## src/hdl/bounded_ordered_value_list_unit_defines.svh

```systemverilog
// assertion macros for the bounded ordered value list unit
`ifndef BOUNDED_ORDERED_VALUE_LIST_UNIT_DEFINES_SVH
`define BOUNDED_ORDERED_VALUE_LIST_UNIT_DEFINES_SVH

// same-cycle implication
`define BOVL_ASSERT_IMP(name, clk, rst, ante, cons, msg) \
   name: assert property (@(posedge clk) disable iff (rst) (ante) |-> (cons)) \
      else $error(msg);

// next-cycle implication
`define BOVL_ASSERT_NEXT(name, clk, rst, ante, cons, msg) \
   name: assert property (@(posedge clk) disable iff (rst) (ante) |=> (cons)) \
      else $error(msg);

`endif

```

## src/hdl/bovl_pkg.sv

```systemverilog
// shared types and constants for the bounded ordered value list unit
`timescale 1ns / 1ps
package bovl_pkg;

   localparam int DEPTH_DEF      = 16;
   localparam int DATA_WIDTH_DEF = 32;
   localparam int VALUE_W        = 32;
   localparam int MODE_W         = 2;
   localparam int STATUS_W       = 2;
   localparam int LENGTH_W       = 5;

   typedef enum logic [MODE_W-1:0] {
      MODE_PUSH   = 2'd0,
      MODE_POP    = 2'd1,
      MODE_DELETE = 2'd2,
      MODE_TEST   = 2'd3
   } mode_type;

   typedef enum logic [STATUS_W-1:0] {
      STATUS_OK      = 2'd0,
      STATUS_EMPTY   = 2'd1,
      STATUS_FULL    = 2'd2,
      STATUS_MISSING = 2'd3
   } status_type;

   typedef enum logic [1:0] {
      ST_IDLE,
      ST_POP,
      ST_SEARCH,
      ST_SHIFT
   } state_type;

endpackage

```

## src/hdl/bounded_ordered_value_list_unit.sv

```systemverilog
// top level of the bounded ordered value list unit
`timescale 1ns / 1ps
`include "bounded_ordered_value_list_unit_defines.svh"

// Ordered list of up to DEPTH values kept in a circular buffer (front pointer
// plus count) over a single-write, single-registered-read memory. An item is
// taken when start is high and busy is low; its one result appears for exactly
// one cycle with rsp_strobe, and there is no way to hold it off, so the
// receiver must take it on that cycle. Push, and any item refused because the
// list is full or empty, strobes the cycle after it is taken. Pop reads the
// front entry, then ST_POP registers its result. Delete and membership test
// walk the stored entries through the one read port and one shared
// comparator, one entry per cycle, second entry to last and then the front.
// A delete that hits an inner entry then closes the gap, one entry moved per
// cycle. busy stays high for the whole walk. After reset the list is empty
// and usable at once; no clearing pass is needed.
module bounded_ordered_value_list_unit #(
   parameter int DEPTH      = bovl_pkg::DEPTH_DEF,
   parameter int DATA_WIDTH = bovl_pkg::DATA_WIDTH_DEF
) (
   input  logic                              clock,
   input  logic                              reset,
   input  logic                              start,
   output logic                              busy,
   input  logic [bovl_pkg::MODE_W-1:0]       req_mode,
   input  logic [bovl_pkg::VALUE_W-1:0]      req_value,
   output logic                              rsp_strobe,
   output logic [bovl_pkg::VALUE_W-1:0]      rsp_popped_value,
   output logic                              rsp_found,
   output logic [bovl_pkg::STATUS_W-1:0]     rsp_status,
   output logic [bovl_pkg::LENGTH_W-1:0]     rsp_length
);

   localparam int AW = $clog2(DEPTH);

   // memory port wires between sequencer and store
   logic                  mem_wr_en;
   logic [AW-1:0]         mem_wr_addr;
   logic [DATA_WIDTH-1:0] mem_wr_data;
   logic                  mem_rd_en;
   logic [AW-1:0]         mem_rd_addr;
   logic [DATA_WIDTH-1:0] mem_rd_data;

   // sequencer owns pointers, compare unit and the result register
   bovl_seq #(
      .DEPTH      (DEPTH),
      .DATA_WIDTH (DATA_WIDTH)
   ) u_seq (
      .clock            (clock),
      .reset            (reset),
      .start            (start),
      .busy             (busy),
      .req_mode         (req_mode),
      .req_value        (req_value),
      .rsp_strobe       (rsp_strobe),
      .rsp_popped_value (rsp_popped_value),
      .rsp_found        (rsp_found),
      .rsp_status       (rsp_status),
      .rsp_length       (rsp_length),
      .mem_wr_en        (mem_wr_en),
      .mem_wr_addr      (mem_wr_addr),
      .mem_wr_data      (mem_wr_data),
      .mem_rd_en        (mem_rd_en),
      .mem_rd_addr      (mem_rd_addr),
      .mem_rd_data      (mem_rd_data)
   );

   // entry storage, contents undefined until written
   bovl_store #(
      .DEPTH      (DEPTH),
      .DATA_WIDTH (DATA_WIDTH)
   ) u_store (
      .clock   (clock),
      .wr_en   (mem_wr_en),
      .wr_addr (mem_wr_addr),
      .wr_data (mem_wr_data),
      .rd_en   (mem_rd_en),
      .rd_addr (mem_rd_addr),
      .rd_data (mem_rd_data)
   );

   // a push never walks the list: its result follows on the next cycle
   `BOVL_ASSERT_NEXT(a_push_one_cycle, clock, reset, start && !busy && req_mode == bovl_pkg::MODE_PUSH, rsp_strobe, "push result not on next cycle")

   // a match is only ever reported with ok status
   `BOVL_ASSERT_IMP(a_found_ok, clock, reset, rsp_strobe && rsp_found, rsp_status == bovl_pkg::STATUS_OK, "found with non-ok status")

   // a full refusal reports the list at capacity
   `BOVL_ASSERT_IMP(a_full_len, clock, reset, rsp_strobe && rsp_status == bovl_pkg::STATUS_FULL, rsp_length == bovl_pkg::LENGTH_W'(DEPTH), "full status with short length")

   // a walk never writes and reads the same entry in one cycle
   `BOVL_ASSERT_IMP(a_no_rw_clash, clock, reset, mem_wr_en && mem_rd_en, mem_wr_addr != mem_rd_addr, "read and write of one entry together")

endmodule

```

## src/hdl/bovl_store.sv

```systemverilog
// entry memory: one write port, one registered read port
`timescale 1ns / 1ps
module bovl_store #(
   parameter int DEPTH      = bovl_pkg::DEPTH_DEF,
   parameter int DATA_WIDTH = bovl_pkg::DATA_WIDTH_DEF
) (
   input  logic                         clock,
   input  logic                         wr_en,
   input  logic [$clog2(DEPTH)-1:0]     wr_addr,
   input  logic [DATA_WIDTH-1:0]        wr_data,
   input  logic                         rd_en,
   input  logic [$clog2(DEPTH)-1:0]     rd_addr,
   output logic [DATA_WIDTH-1:0]        rd_data
);

   logic [DATA_WIDTH-1:0] entries_ff [DEPTH];
   logic [DATA_WIDTH-1:0] rd_data_ff;

   always_ff @(posedge clock) begin
      if (wr_en) begin
         entries_ff[wr_addr] <= wr_data;
      end
   end

   always_ff @(posedge clock) begin
      if (rd_en) begin
         rd_data_ff <= entries_ff[rd_addr];
      end
   end

   assign rd_data = rd_data_ff;

endmodule

```

## src/hdl/bovl_seq.sv

```systemverilog
// sequencer: list pointers, shared compare unit and result register
`timescale 1ns / 1ps
module bovl_seq #(
   parameter int DEPTH      = bovl_pkg::DEPTH_DEF,
   parameter int DATA_WIDTH = bovl_pkg::DATA_WIDTH_DEF
) (
   input  logic                              clock,
   input  logic                              reset,
   input  logic                              start,
   output logic                              busy,
   input  logic [bovl_pkg::MODE_W-1:0]       req_mode,
   input  logic [bovl_pkg::VALUE_W-1:0]      req_value,
   output logic                              rsp_strobe,
   output logic [bovl_pkg::VALUE_W-1:0]      rsp_popped_value,
   output logic                              rsp_found,
   output logic [bovl_pkg::STATUS_W-1:0]     rsp_status,
   output logic [bovl_pkg::LENGTH_W-1:0]     rsp_length,
   output logic                              mem_wr_en,
   output logic [$clog2(DEPTH)-1:0]          mem_wr_addr,
   output logic [DATA_WIDTH-1:0]             mem_wr_data,
   output logic                              mem_rd_en,
   output logic [$clog2(DEPTH)-1:0]          mem_rd_addr,
   input  logic [DATA_WIDTH-1:0]             mem_rd_data
);

   localparam int AW = $clog2(DEPTH);
   localparam int CW = $clog2(DEPTH + 1);
   localparam logic [CW-1:0] DEPTH_C   = CW'(DEPTH);
   localparam logic [AW-1:0] LAST_ADDR = AW'(DEPTH - 1);

   // logical position to memory address, head plus offset with wrap
   function automatic logic [AW-1:0] phys(input logic [AW-1:0] head,
                                          input logic [AW-1:0] lpos);
      logic [AW:0] sum;
      sum = {1'b0, head} + {1'b0, lpos};
      if (sum >= (AW+1)'(DEPTH)) begin
         sum = sum - (AW+1)'(DEPTH);
      end
      return sum[AW-1:0];
   endfunction

   bovl_pkg::state_type  state_ff, state_in;
   logic [AW-1:0]        head_ff, head_in;
   logic [CW-1:0]        count_ff, count_in;
   bovl_pkg::mode_type   mode_ff, mode_in;
   logic [DATA_WIDTH-1:0] key_ff, key_in;
   logic [CW-1:0]        iss_ff, iss_in;
   logic                 rd_vld_ff, rd_vld_in;
   logic [AW-1:0]        rd_pos_ff, rd_pos_in;
   logic                 rd_last_ff, rd_last_in;

   logic                          rsp_strobe_ff, rsp_strobe_in;
   logic [bovl_pkg::VALUE_W-1:0]  rsp_popped_ff, rsp_popped_in;
   logic                          rsp_found_ff, rsp_found_in;
   bovl_pkg::status_type          rsp_status_ff, rsp_status_in;
   logic [bovl_pkg::LENGTH_W-1:0] rsp_length_ff, rsp_length_in;

   bovl_pkg::mode_type   req_mode_c;
   logic                 accept;
   logic                 cnt_zero;
   logic                 cnt_full;
   logic [CW-1:0]        cnt_m1;
   logic [AW-1:0]        head_inc;
   logic [AW-1:0]        head_dec;
   logic                 hit;
   logic                 rd_at_tail;
   logic                 search_end;
   logic [AW-1:0]        iss_lpos;

   assign req_mode_c = bovl_pkg::mode_type'(req_mode);
   assign accept     = start && (state_ff == bovl_pkg::ST_IDLE);
   assign cnt_zero   = (count_ff == '0);
   assign cnt_full   = (count_ff == DEPTH_C);
   assign cnt_m1     = count_ff - CW'(1);
   assign head_inc   = (head_ff == LAST_ADDR) ? '0 : head_ff + AW'(1);
   assign head_dec   = (head_ff == '0) ? LAST_ADDR : head_ff - AW'(1);
   // the one compare unit, shared by every step of a search
   assign hit        = rd_vld_ff && (mem_rd_data == key_ff);
   assign rd_at_tail = (CW'(rd_pos_ff) == cnt_m1);
   assign search_end = hit || (rd_vld_ff && rd_last_ff);
   // search order: second entry to last, then the front
   assign iss_lpos   = (iss_ff == count_ff) ? '0 : iss_ff[AW-1:0];

   // next state
   always_comb begin
      state_in = state_ff;
      unique case (state_ff)
         bovl_pkg::ST_IDLE: begin
            if (accept) begin
               unique case (req_mode_c) inside
                  bovl_pkg::MODE_PUSH: state_in = bovl_pkg::ST_IDLE;
                  bovl_pkg::MODE_POP: begin
                     if (!cnt_zero) state_in = bovl_pkg::ST_POP;
                  end
                  bovl_pkg::MODE_DELETE, bovl_pkg::MODE_TEST: begin
                     if (!cnt_zero) state_in = bovl_pkg::ST_SEARCH;
                  end
                  default: state_in = bovl_pkg::ST_IDLE;
               endcase
            end
         end
         bovl_pkg::ST_POP: state_in = bovl_pkg::ST_IDLE;
         bovl_pkg::ST_SEARCH: begin
            if (hit) begin
               if (mode_ff == bovl_pkg::MODE_DELETE && rd_pos_ff != '0 && !rd_at_tail) begin
                  state_in = bovl_pkg::ST_SHIFT;
               end else begin
                  state_in = bovl_pkg::ST_IDLE;
               end
            end else if (rd_vld_ff && rd_last_ff) begin
               state_in = bovl_pkg::ST_IDLE;
            end
         end
         bovl_pkg::ST_SHIFT: begin
            if (rd_vld_ff && rd_at_tail) state_in = bovl_pkg::ST_IDLE;
         end
         default: state_in = bovl_pkg::ST_IDLE;
      endcase
   end

   // datapath and memory control
   always_comb begin
      head_in       = head_ff;
      count_in      = count_ff;
      mode_in       = mode_ff;
      key_in        = key_ff;
      iss_in        = iss_ff;
      rd_vld_in     = 1'b0;
      rd_pos_in     = rd_pos_ff;
      rd_last_in    = 1'b0;
      mem_wr_en     = 1'b0;
      mem_wr_addr   = head_dec;
      mem_wr_data   = mem_rd_data;
      mem_rd_en     = 1'b0;
      mem_rd_addr   = head_ff;
      rsp_strobe_in = 1'b0;
      rsp_popped_in = '0;
      rsp_found_in  = 1'b0;
      rsp_status_in = bovl_pkg::STATUS_OK;

      unique case (state_ff)
         bovl_pkg::ST_IDLE: begin
            if (accept) begin
               mode_in = req_mode_c;
               key_in  = DATA_WIDTH'(req_value);
               iss_in  = CW'(1);
               unique case (req_mode_c) inside
                  bovl_pkg::MODE_PUSH: begin
                     rsp_strobe_in = 1'b1;
                     if (cnt_full) begin
                        rsp_status_in = bovl_pkg::STATUS_FULL;
                     end else begin
                        mem_wr_en   = 1'b1;
                        mem_wr_addr = head_dec;
                        mem_wr_data = DATA_WIDTH'(req_value);
                        head_in     = head_dec;
                        count_in    = count_ff + CW'(1);
                     end
                  end
                  bovl_pkg::MODE_POP: begin
                     if (cnt_zero) begin
                        rsp_strobe_in = 1'b1;
                        rsp_status_in = bovl_pkg::STATUS_EMPTY;
                     end else begin
                        mem_rd_en   = 1'b1;
                        mem_rd_addr = head_ff;
                        rd_vld_in   = 1'b1;
                     end
                  end
                  bovl_pkg::MODE_DELETE, bovl_pkg::MODE_TEST: begin
                     if (cnt_zero) begin
                        rsp_strobe_in = 1'b1;
                        rsp_status_in = bovl_pkg::STATUS_EMPTY;
                     end
                  end
                  default: rsp_strobe_in = 1'b0;
               endcase
            end
         end
         bovl_pkg::ST_POP: begin
            rsp_strobe_in = 1'b1;
            rsp_popped_in = bovl_pkg::VALUE_W'(mem_rd_data);
            head_in       = head_inc;
            count_in      = cnt_m1;
         end
         bovl_pkg::ST_SEARCH: begin
            if (hit) begin
               rsp_found_in = 1'b1;
               if (mode_ff == bovl_pkg::MODE_DELETE) begin
                  if (rd_pos_ff == '0) begin
                     // front entry goes: just move the front forward
                     rsp_strobe_in = 1'b1;
                     head_in       = head_inc;
                     count_in      = cnt_m1;
                  end else if (rd_at_tail) begin
                     rsp_strobe_in = 1'b1;
                     count_in      = cnt_m1;
                  end else begin
                     iss_in = CW'(rd_pos_ff) + CW'(1);
                  end
               end else begin
                  rsp_strobe_in = 1'b1;
               end
            end else if (rd_vld_ff && rd_last_ff) begin
               rsp_strobe_in = 1'b1;
               rsp_status_in = bovl_pkg::STATUS_MISSING;
            end else if (!search_end && iss_ff <= count_ff) begin
               mem_rd_en   = 1'b1;
               mem_rd_addr = phys(head_ff, iss_lpos);
               rd_vld_in   = 1'b1;
               rd_pos_in   = iss_lpos;
               rd_last_in  = (iss_ff == count_ff);
               iss_in      = iss_ff + CW'(1);
            end
         end
         bovl_pkg::ST_SHIFT: begin
            // close the gap: entry i+1 moves down to i
            if (rd_vld_ff) begin
               mem_wr_en   = 1'b1;
               mem_wr_addr = phys(head_ff, rd_pos_ff - AW'(1));
               mem_wr_data = mem_rd_data;
            end
            if (rd_vld_ff && rd_at_tail) begin
               rsp_strobe_in = 1'b1;
               rsp_found_in  = 1'b1;
               count_in      = cnt_m1;
            end else if (iss_ff < count_ff) begin
               mem_rd_en   = 1'b1;
               mem_rd_addr = phys(head_ff, iss_ff[AW-1:0]);
               rd_vld_in   = 1'b1;
               rd_pos_in   = iss_ff[AW-1:0];
               iss_in      = iss_ff + CW'(1);
            end
         end
         default: rsp_strobe_in = 1'b0;
      endcase

      rsp_length_in = bovl_pkg::LENGTH_W'(count_in);
   end

   always_ff @(posedge clock) begin
      if (reset) begin
         state_ff      <= bovl_pkg::ST_IDLE;
         head_ff       <= '0;
         count_ff      <= '0;
         rd_vld_ff     <= 1'b0;
         rsp_strobe_ff <= 1'b0;
      end else begin
         state_ff      <= state_in;
         head_ff       <= head_in;
         count_ff      <= count_in;
         rd_vld_ff     <= rd_vld_in;
         rsp_strobe_ff <= rsp_strobe_in;
      end
   end

   always_ff @(posedge clock) begin
      mode_ff       <= mode_in;
      key_ff        <= key_in;
      iss_ff        <= iss_in;
      rd_pos_ff     <= rd_pos_in;
      rd_last_ff    <= rd_last_in;
      rsp_popped_ff <= rsp_popped_in;
      rsp_found_ff  <= rsp_found_in;
      rsp_status_ff <= rsp_status_in;
      rsp_length_ff <= rsp_length_in;
   end

   assign busy             = (state_ff != bovl_pkg::ST_IDLE);
   assign rsp_strobe       = rsp_strobe_ff;
   assign rsp_popped_value = rsp_popped_ff;
   assign rsp_found        = rsp_found_ff;
   assign rsp_status       = rsp_status_ff;
   assign rsp_length       = rsp_length_ff;

endmodule

```

## config.mk

```make
export PLATFORM = sky130hd
export DESIGN_NAME = bounded_ordered_value_list_unit
export DESIGN_NICKNAME = d
export VERILOG_FILES = /design/src/hdl/bovl_pkg.sv /design/src/hdl/bounded_ordered_value_list_unit.sv /design/src/hdl/bovl_store.sv /design/src/hdl/bovl_seq.sv
export VERILOG_INCLUDE_DIRS = /design/src /design/src/hdl
export SDC_FILE = /design/constraint.sdc
export NUM_CORES = 1
export LEC_CHECK = 0
export BUFFER_PORTS_ARGS = -buffer_cell sky130_fd_sc_hd__buf_2
export CAP_MARGIN = 40
export CORE_MARGIN = 1
export CORE_UTILIZATION = 58
export CTS_BUF_LIST = sky130_fd_sc_hd__clkbuf_8
export CTS_CLUSTER_SIZE = 14
export DETAILED_ROUTE_END_ITERATION = 8
export PLACE_DENSITY = 0.78
export SLEW_MARGIN = 20
export SYNTH_ARGS = -nofsm -noshare
export SYNTH_HDL_FRONTEND = slang
export SYNTH_HIERARCHICAL = 1
export SYNTH_SLANG_ARGS = --single-unit
```

## constraint.sdc

```tcl
create_clock -name clock -period 5.5 [get_ports clock]
set_clock_uncertainty 0.2 [all_clocks]
set_input_delay 1.1 -clock clock [delete_from_list [all_inputs] [get_ports clock]]
set_output_delay 1.1 -clock clock [all_outputs]
set_load 0.05 [all_outputs]
```

# Word-level counts from Yosys, hierarchy flattened
# Memory sizes are Yosys's and may differ from the RTL's. A register that Yosys moved wholly into a read port is not among the register bits.
# Cells that the tools add are included.
[classes]
n_addsub = 13
muxes = 94
n_lt_le_gt_ge = 5
n_reduce_logical = 28
bitwise_logic = 2
eq_ne = 32
[op_table]
columns = ["cell", "n"]
rows = [
  ["32-bit 2-to-1 mux", 4],
  ["4-bit 2-to-1 mux", 24],
  ["5-bit 2-to-1 mux", 17],
  ["32-bit == test", 1],
  ["1-bit 2-to-1 mux", 24],
  ["2-bit 2-to-1 mux", 11],
  ["5-bit case mux with 4 select lines", 1],
  ["4-bit by 1-bit subtractor with 4-bit output, second input constant", 5],
  ["4-bit case mux with 2 select lines", 2],
  ["4-bit by 4-bit adder with 5-bit output", 3],
  ["5-bit >= comparator, second input constant", 3],
  ["3-bit != test, second input constant", 5],
  ["5-bit case mux with 3 select lines", 1],
  ["2-bit by 1-bit != test with 1-bit output, second input constant", 7],
  ["2-bit case mux with 2 select lines", 3],
  ["4-bit case mux with 3 select lines", 1],
  ["5-bit by 1-bit adder with 5-bit output, second input constant", 2],
  ["2-bit == test, second input constant", 5],
  ["2-bit != test, second input constant", 5],
  ["9-bit AND reduction", 1],
  ["4-bit logical NOT", 2],
  ["2-bit case mux with 4 select lines", 1],
  ["1-bit logical AND", 7],
  ["7-bit AND reduction", 1],
  ["other kinds (29)", 38],
]
[totals]
wordCells = 189
out_inout_bits = 42
memories = 1
inputBits = 37
ram_bits = 512
ff_bits = 97
[memory_table]
columns = ["memory", "words", "width", "read_ports", "rd_clocked_by_memory_dff", "write_ports", "line_no", "text"]
rows = [
  ["u_store.entries_ff", 16, 32, 1, 1, 1, "bovl_store.sv:16", "logic [DATA_WIDTH-1:0] entries_ff [DEPTH];"],
]

# Depth between registers and ports, before layout
[logic_depth]
depth_word = 9
depth_mapped = 19
ltp_nobuf = 16

# Cells and area by module
# Netlist, hierarchy kept.
[by_module_without_submodules]
columns = ["mod", "seq_area_each_um2", "cells_per_inst", "n_inst", "area_each_um2"]
rows = [
  ["bovl_store", 16335.7, 838, 1, 20155.6],
  ["bovl_seq", 2372.3, 536, 1, 5481.5],
]

# Least setup slack after synthesis
# No wires, ideal clock.
[synth_timing]
kind = "input to register"
startpoint = "in start"
endpoint = "mem u_store/entries_ff[0][0] (netlist name), enable pin"
arrival_time_ns = 4.999
slack_ns = -0.160
path_stages = 9
path_buffers = 2
t_required_ns = 4.839
setup_time_ns = 0.461
path_cell_list = "nand2_1 -> nor3_1 -> nor2b_1 -> buf_2 -> buf_2 -> a21oi_1 -> nor2_1 -> or3b_2 -> nor3_1"
[synth_between]
elab_chain_len = 5
[synth_lines]
columns = ["element", "line_no", "text"]
rows = [
  ["from (decl)", "bounded_ordered_value_list_unit.sv:23", "input logic start,"],
  ["1-bit logical AND", "bovl_seq.sv:71", "assign accept = start && (state_ff == bovl_pkg::ST_IDLE);"],
  ["1-bit 2-to-1 mux", "bovl_seq.sv:143", "if (accept) begin"],
  ["1-bit case mux with 2 select lines", "bovl_seq.sv:141", "unique case (state_ff)"],
  ["net mem_wr_en", "bounded_ordered_value_list_unit.sv:37", "logic mem_wr_en;"],
  ["1-bit 2-to-1 mux", "bovl_store.sv:20", "if (wr_en) begin"],
  ["1-bit 2-to-1 mux (not written as such)", "bovl_store.sv:21", "entries_ff[wr_addr] <= wr_data;"],
  ["to (decl)", "bovl_store.sv:16", ""],
]
# The timed path passes the listed nets, and every way through them passes these cells.

# Worst setup path in the final report
[layout_timing]
startpoint = "reg u_seq.count_ff[2]"
endpoint = "reg u_store.rd_data_ff[30] (netlist: u_store/rd_data[30]) (read register of u_store.entries_ff) (data pin)"
[layout_between]
elab_chain_len = 9
word_cells_on_any_way = 28
classes_between = "3 x add/sub; 3 x order compare; 2 x eq/ne; 17 x mux; 3 x reduce/logical"
[layout_lines]
columns = ["element", "line_no", "text"]
rows = [
  ["from (decl)", "bovl_seq.sv:44", "logic [CW-1:0] count_ff, count_in;"],
  ["from (signal assigned)", "bovl_seq.sv:251", "count_ff <= count_in;"],
  ["5-bit == test", "bovl_seq.sv:82", "assign iss_lpos = (iss_ff == count_ff) ? '0 : iss_ff[AW-1:0];"],
  ["4-bit 2-to-1 mux", "bovl_seq.sv:82", ""],
  ["4-bit by 4-bit adder with 5-bit output", "bovl_seq.sv:35", "sum = {1'b0, head} + {1'b0, lpos};"],
  ["4-bit by 1-bit subtractor with 4-bit output or 5-bit >= comparator (tied branches)", "bovl_seq.sv:37, bovl_seq.sv:36", ""],
  ["4-bit 2-to-1 mux", "bovl_seq.sv:36", "if (sum >= (AW+1)'(DEPTH)) begin"],
  ["4-bit 2-to-1 mux", "bovl_seq.sv:207", "end else if (!search_end && iss_ff <= count_ff) begin"],
  ["4-bit 2-to-1 mux", "bovl_seq.sv:204", "end else if (rd_vld_ff && rd_last_ff) begin"],
  ["4-bit 2-to-1 mux", "bovl_seq.sv:187", "if (hit) begin"],
  ["4-bit case mux with 2 select lines *", "bovl_seq.sv:141", ""],
  ["net mem_rd_addr[3]", "bounded_ordered_value_list_unit.sv:41", "logic [AW-1:0] mem_rd_addr;"],
  ["to (decl)", "bovl_store.sv:17", "logic [DATA_WIDTH-1:0] rd_data_ff;"],
]
# The timed path passes the listed nets; every way through them passes the cells marked *.
# A chain may end at the register's enable or synchronous reset.

==> metrics.cfg <==
[min_path]
hold_class = flip-flop to flip-flop
holdPathEnd = u_seq/rsp_popped_value[4]$_SDFF_PN0_
whs_path_depth = 1
hold_start = u_store/rd_data[4]$_DFFE_PP_

[logic_synthesis]
yosysSeqAreaShare_pct = 72.97
synth.avg_cell_area_sq_um = 18.66
synth_seq_cells = 641
post_synth_instance_area_sq_mm = 0.02564
synth_warnings = 6
yosysTopAreaCell = edfxtp_1
yosys-top-cells-area = edfxtp_1, mux4_2, dfxtp_1
synth.distinct_cells = 75
ys.flop_type = edfxtp_1
postSynth.asyncResetShare_pct = 0
synth_top_area_share_pct = 68.76
syn_nets = 1439
synth_edf_count = 587
synthCells = 1374

[global_routing]
grt_pass1_wl_um = 88870
grt_max_degree = 62
grt_pass1_vias = 13961
grt_overflow = 0
track_usage_pct = 27.87
antenna_found_initial = 1

[clock_network]
cts_resized = 0
clock_latency_ns = 0.69
postCtsSetupBuffers = 0
cts-root-buf = clkbuf_8
cts_hold_buf = 0
cts_buffers = 98
htree_levels = 3
clkSlewWorstSetupHoldPaths_ns = 0.06
tritoncts = built
cts.sinks = 641
clk_path_buf_depth = 3

[drt]
wirelength_um = 60680
routed-via-count = 14028
dr.pass1.iters = 7
drc_errors = 0
vias_per_cell = 6.394
routedWlPerCell_um = 27.65
drt_first_iter_violations = 1713
ant_nets = 0

[floorplan]
row_count = 76
die_x_um = 212.2
initial_core_util_pct = 59.12
ios = 79
die_y_um = 212.2
design.core.area_sq_mm = 0.04336
die-area_sq_mm = 0.04505

[worst_setup_path]
cp.required_ns = 5.83
regToRegSetupSlack_ns = 0.60
rr_worst_depth = 16
start_kind = flip-flop
timing.rr.start = u_seq/count_ff[2]$_SDFF_PP0_
crit_path_end_kind = flip-flop
crit_path_max_fanout = 21
path_class = flip-flop to flip-flop
rr_endpoint = u_store/rd_data[30]$_DFFE_PP_
crit_arrival_ns = 5.22

[timing]
period_needed_ns = 4.895
tightest_slew_ns = 0.8482
timing.hold.ws_ns = 0.3461
rsz0062_at_grt = false
timing.final.hold_violations = 0
finalCritPeriodShare_pct = 89.01
relSlewSlack_pct = 43.32
fmax_ghz = 0.2043
setup-tns-final_ns = 0
fin_ws_ns = 0.6046
setup_viol = 0
slew_violations = 0

[power_and_ir_drop]
p_sw_uw = 5364
power_density_mw_per_mm2 = 544.6
seqPwrFrac_pct = 42.7
p_sw_share_pct = 34.03
irDropWorstVdd_v = 0.0003935
p_int_uw = 10400
leakagePower_uw = 0.009680
combPwrFrac_pct = 34.2
clockPowerShare_pct = 23.1

[final_layout]
final_util_pct = 66.74
stdcell_count = 2194
layout-drive-gt1-share_pct = 27.86
syn_to_final_growth_pct = 12.89
nets = 1597

[run]
maxCapViolCount = 0

[placed_design]
routabilityCongestion = 0.9017
dp_cells = 2015
pre_cts_ws_ns = 0.7015
hpwl_um = 34910
io_buffers = 78

[status]
outcome = complete, no violations

==> layout by cell type, fill, tap and decap left out, types with 19 or more instances in the layout <==
cell type,instances
edfxtp_1,587
mux4_2,128
clkbuf_8,107
buf_2,80
inv_1,68
a22oi_1,65
nand2_1,63
dfxtp_1,54
and2_1,33
buf_4,33
mux2_2,30
xnor2_1,29
nor2_1,27
ha_1,25
nand2b_1,19
nand3_1,19
==> registers in the layout, summed over array words and instances, names as in the netlist <==
signal	cells
u_seq/key_ff	32
u_seq/state_ff	2
u_seq/rd_vld_ff	1
u_seq/mode_ff	2
u_seq/rd_pos_ff	4
u_store/rd_data	32
u_seq/iss_ff	5
u_store/entries_ff	512
u_seq/rsp_strobe	1
u_seq/rsp_popped_value	32
u_seq/count_ff	5
u_seq/rsp_status	2
u_seq/head_ff	4
u_seq/rsp_found	1
u_seq/rd_last_ff	1
u_seq/rsp_length	5
==> critical path, stage by stage (launching register included) <==
cell,delay (ns)
dfxtp_1,0.49
inv_1,0.21
ha_1,0.32
and3_1,0.21
and3_1,0.23
nor2_1,0.23
ha_1,0.28
a21o_1,0.17
a21oi_1,0.21
nand3_1,0.10
o22ai_1,0.23
nand4_1,0.13
a31oi_1,0.60
nor2b_4,0.64
buf_12,0.28
a22oi_1,0.13
nand2_1,0.09
==> synth_stat cells (3+ instances only) <==
cell type	n
a21o_1	6
a21oi_1	12
a221oi_1	3
a22oi_1	65
a31oi_1	7
and2_1	34
and3_1	4
and4_1	3
buf_1	13
buf_2	11
buf_4	11
clkbuf_1	29
dfxtp_1	54
edfxtp_1	587
fa_1	3
ha_1	25
inv_1	34
mux2_2	30
mux2i_1	3
mux4_2	128
nand2_1	63
nand2b_1	19
nand3_1	19
nand3b_1	3
nand4_1	13
nor2_1	40
nor2b_1	15
nor3_1	14
nor3b_1	3
nor4_1	3
o2111a_1	3
o21ai_0	16
o221ai_1	3
o22ai_1	7
o2bb2ai_1	3
or4_1	3
xnor2_1	29
xor2_1	9
==> area by class of cell <==
class,count,area (sq um)
Antenna cell,1,2.502
Clock buffer,107,1473
Clock inverter,69,340.3
Fill cell,2806,14420
Inverter,35,131.4
Multi-Input combinational cell,632,6671
Sequential cell,641,18710
Tap cell,585,732.0
Timing Repair Buffer,124,883.3
==> kinds of logic after synthesis <==
logic type / share of synthesized area [%]
XOR/XNOR: 1.298
multiplexers: 12.74
adder cells (fa/ha/maj): 1.454
AND/OR/NAND/NOR: 4.924
flip-flops: 72.97
buffers and inverters: 1.752
AO/OA/AOI/OAI: 4.861
==> worst max-delay path by stage <==
| stage | start | end |
|---|---|---|
| 3_3_place_gp | u_seq/count_ff[2]$_SDFF_PP0_ | u_store/rd_data[30]$_DFFE_PP_ |
| 4_1_cts | u_seq/count_ff[2]$_SDFF_PP0_ | u_store/rd_data[26]$_DFFE_PP_ |
| 3_5_place_dp | u_seq/count_ff[2]$_SDFF_PP0_ | u_store/rd_data[22]$_DFFE_PP_ |
| 5_1_grt | u_seq/count_ff[2]$_SDFF_PP0_ | u_store/rd_data[12]$_DFFE_PP_ |
| 6_report | u_seq/count_ff[2]$_SDFF_PP0_ | u_store/rd_data[30]$_DFFE_PP_ |
| 2_1_floorplan | start | u_store/entries_ff[12][0]$_DFFE_PP_ |
==> power by group through the flow <==
stage / Combinational, uW / Sequential, uW / Clock (uW)
floorplan: 3600 / 6960 / 0
global placement: 5180 / 6820 / 0
detailed placement: 5350 / 6820 / 0
CTS: 5360 / 6730 / 3700
global route: 5780 / 6770 / 3900
finish: 5400 / 6720 / 3640
==> through the flow <==
| step | power [uW] | area [sq um] |
|---|---|---|
| 2_1_floorplan | 10550 | 25640 |
| 3_3_place_gp | 12000 | 27050 |
| 3_5_place_dp | 12170 | 27110 |
| 4_1_cts | 15790 | 28930 |
| 5_1_grt | 16440 | 28940 |
| 6_report | 15760 | 28940 |
==> metal layers <==
metal / share of wire (%) / up-vias / wire (um) / GRT usage (%)
li1: - / 5867 / - / -
met1: 39 / 7180 / 23440 / 38.52
met2: 48 / 835 / 29200 / 43.86
met3: 10 / 146 / 6158 / 6.292
met4: 3.1 / 0 / 1880 / 10.39
met5: 0 / - / 0 / 0
(Power assumes the default switching activity.)
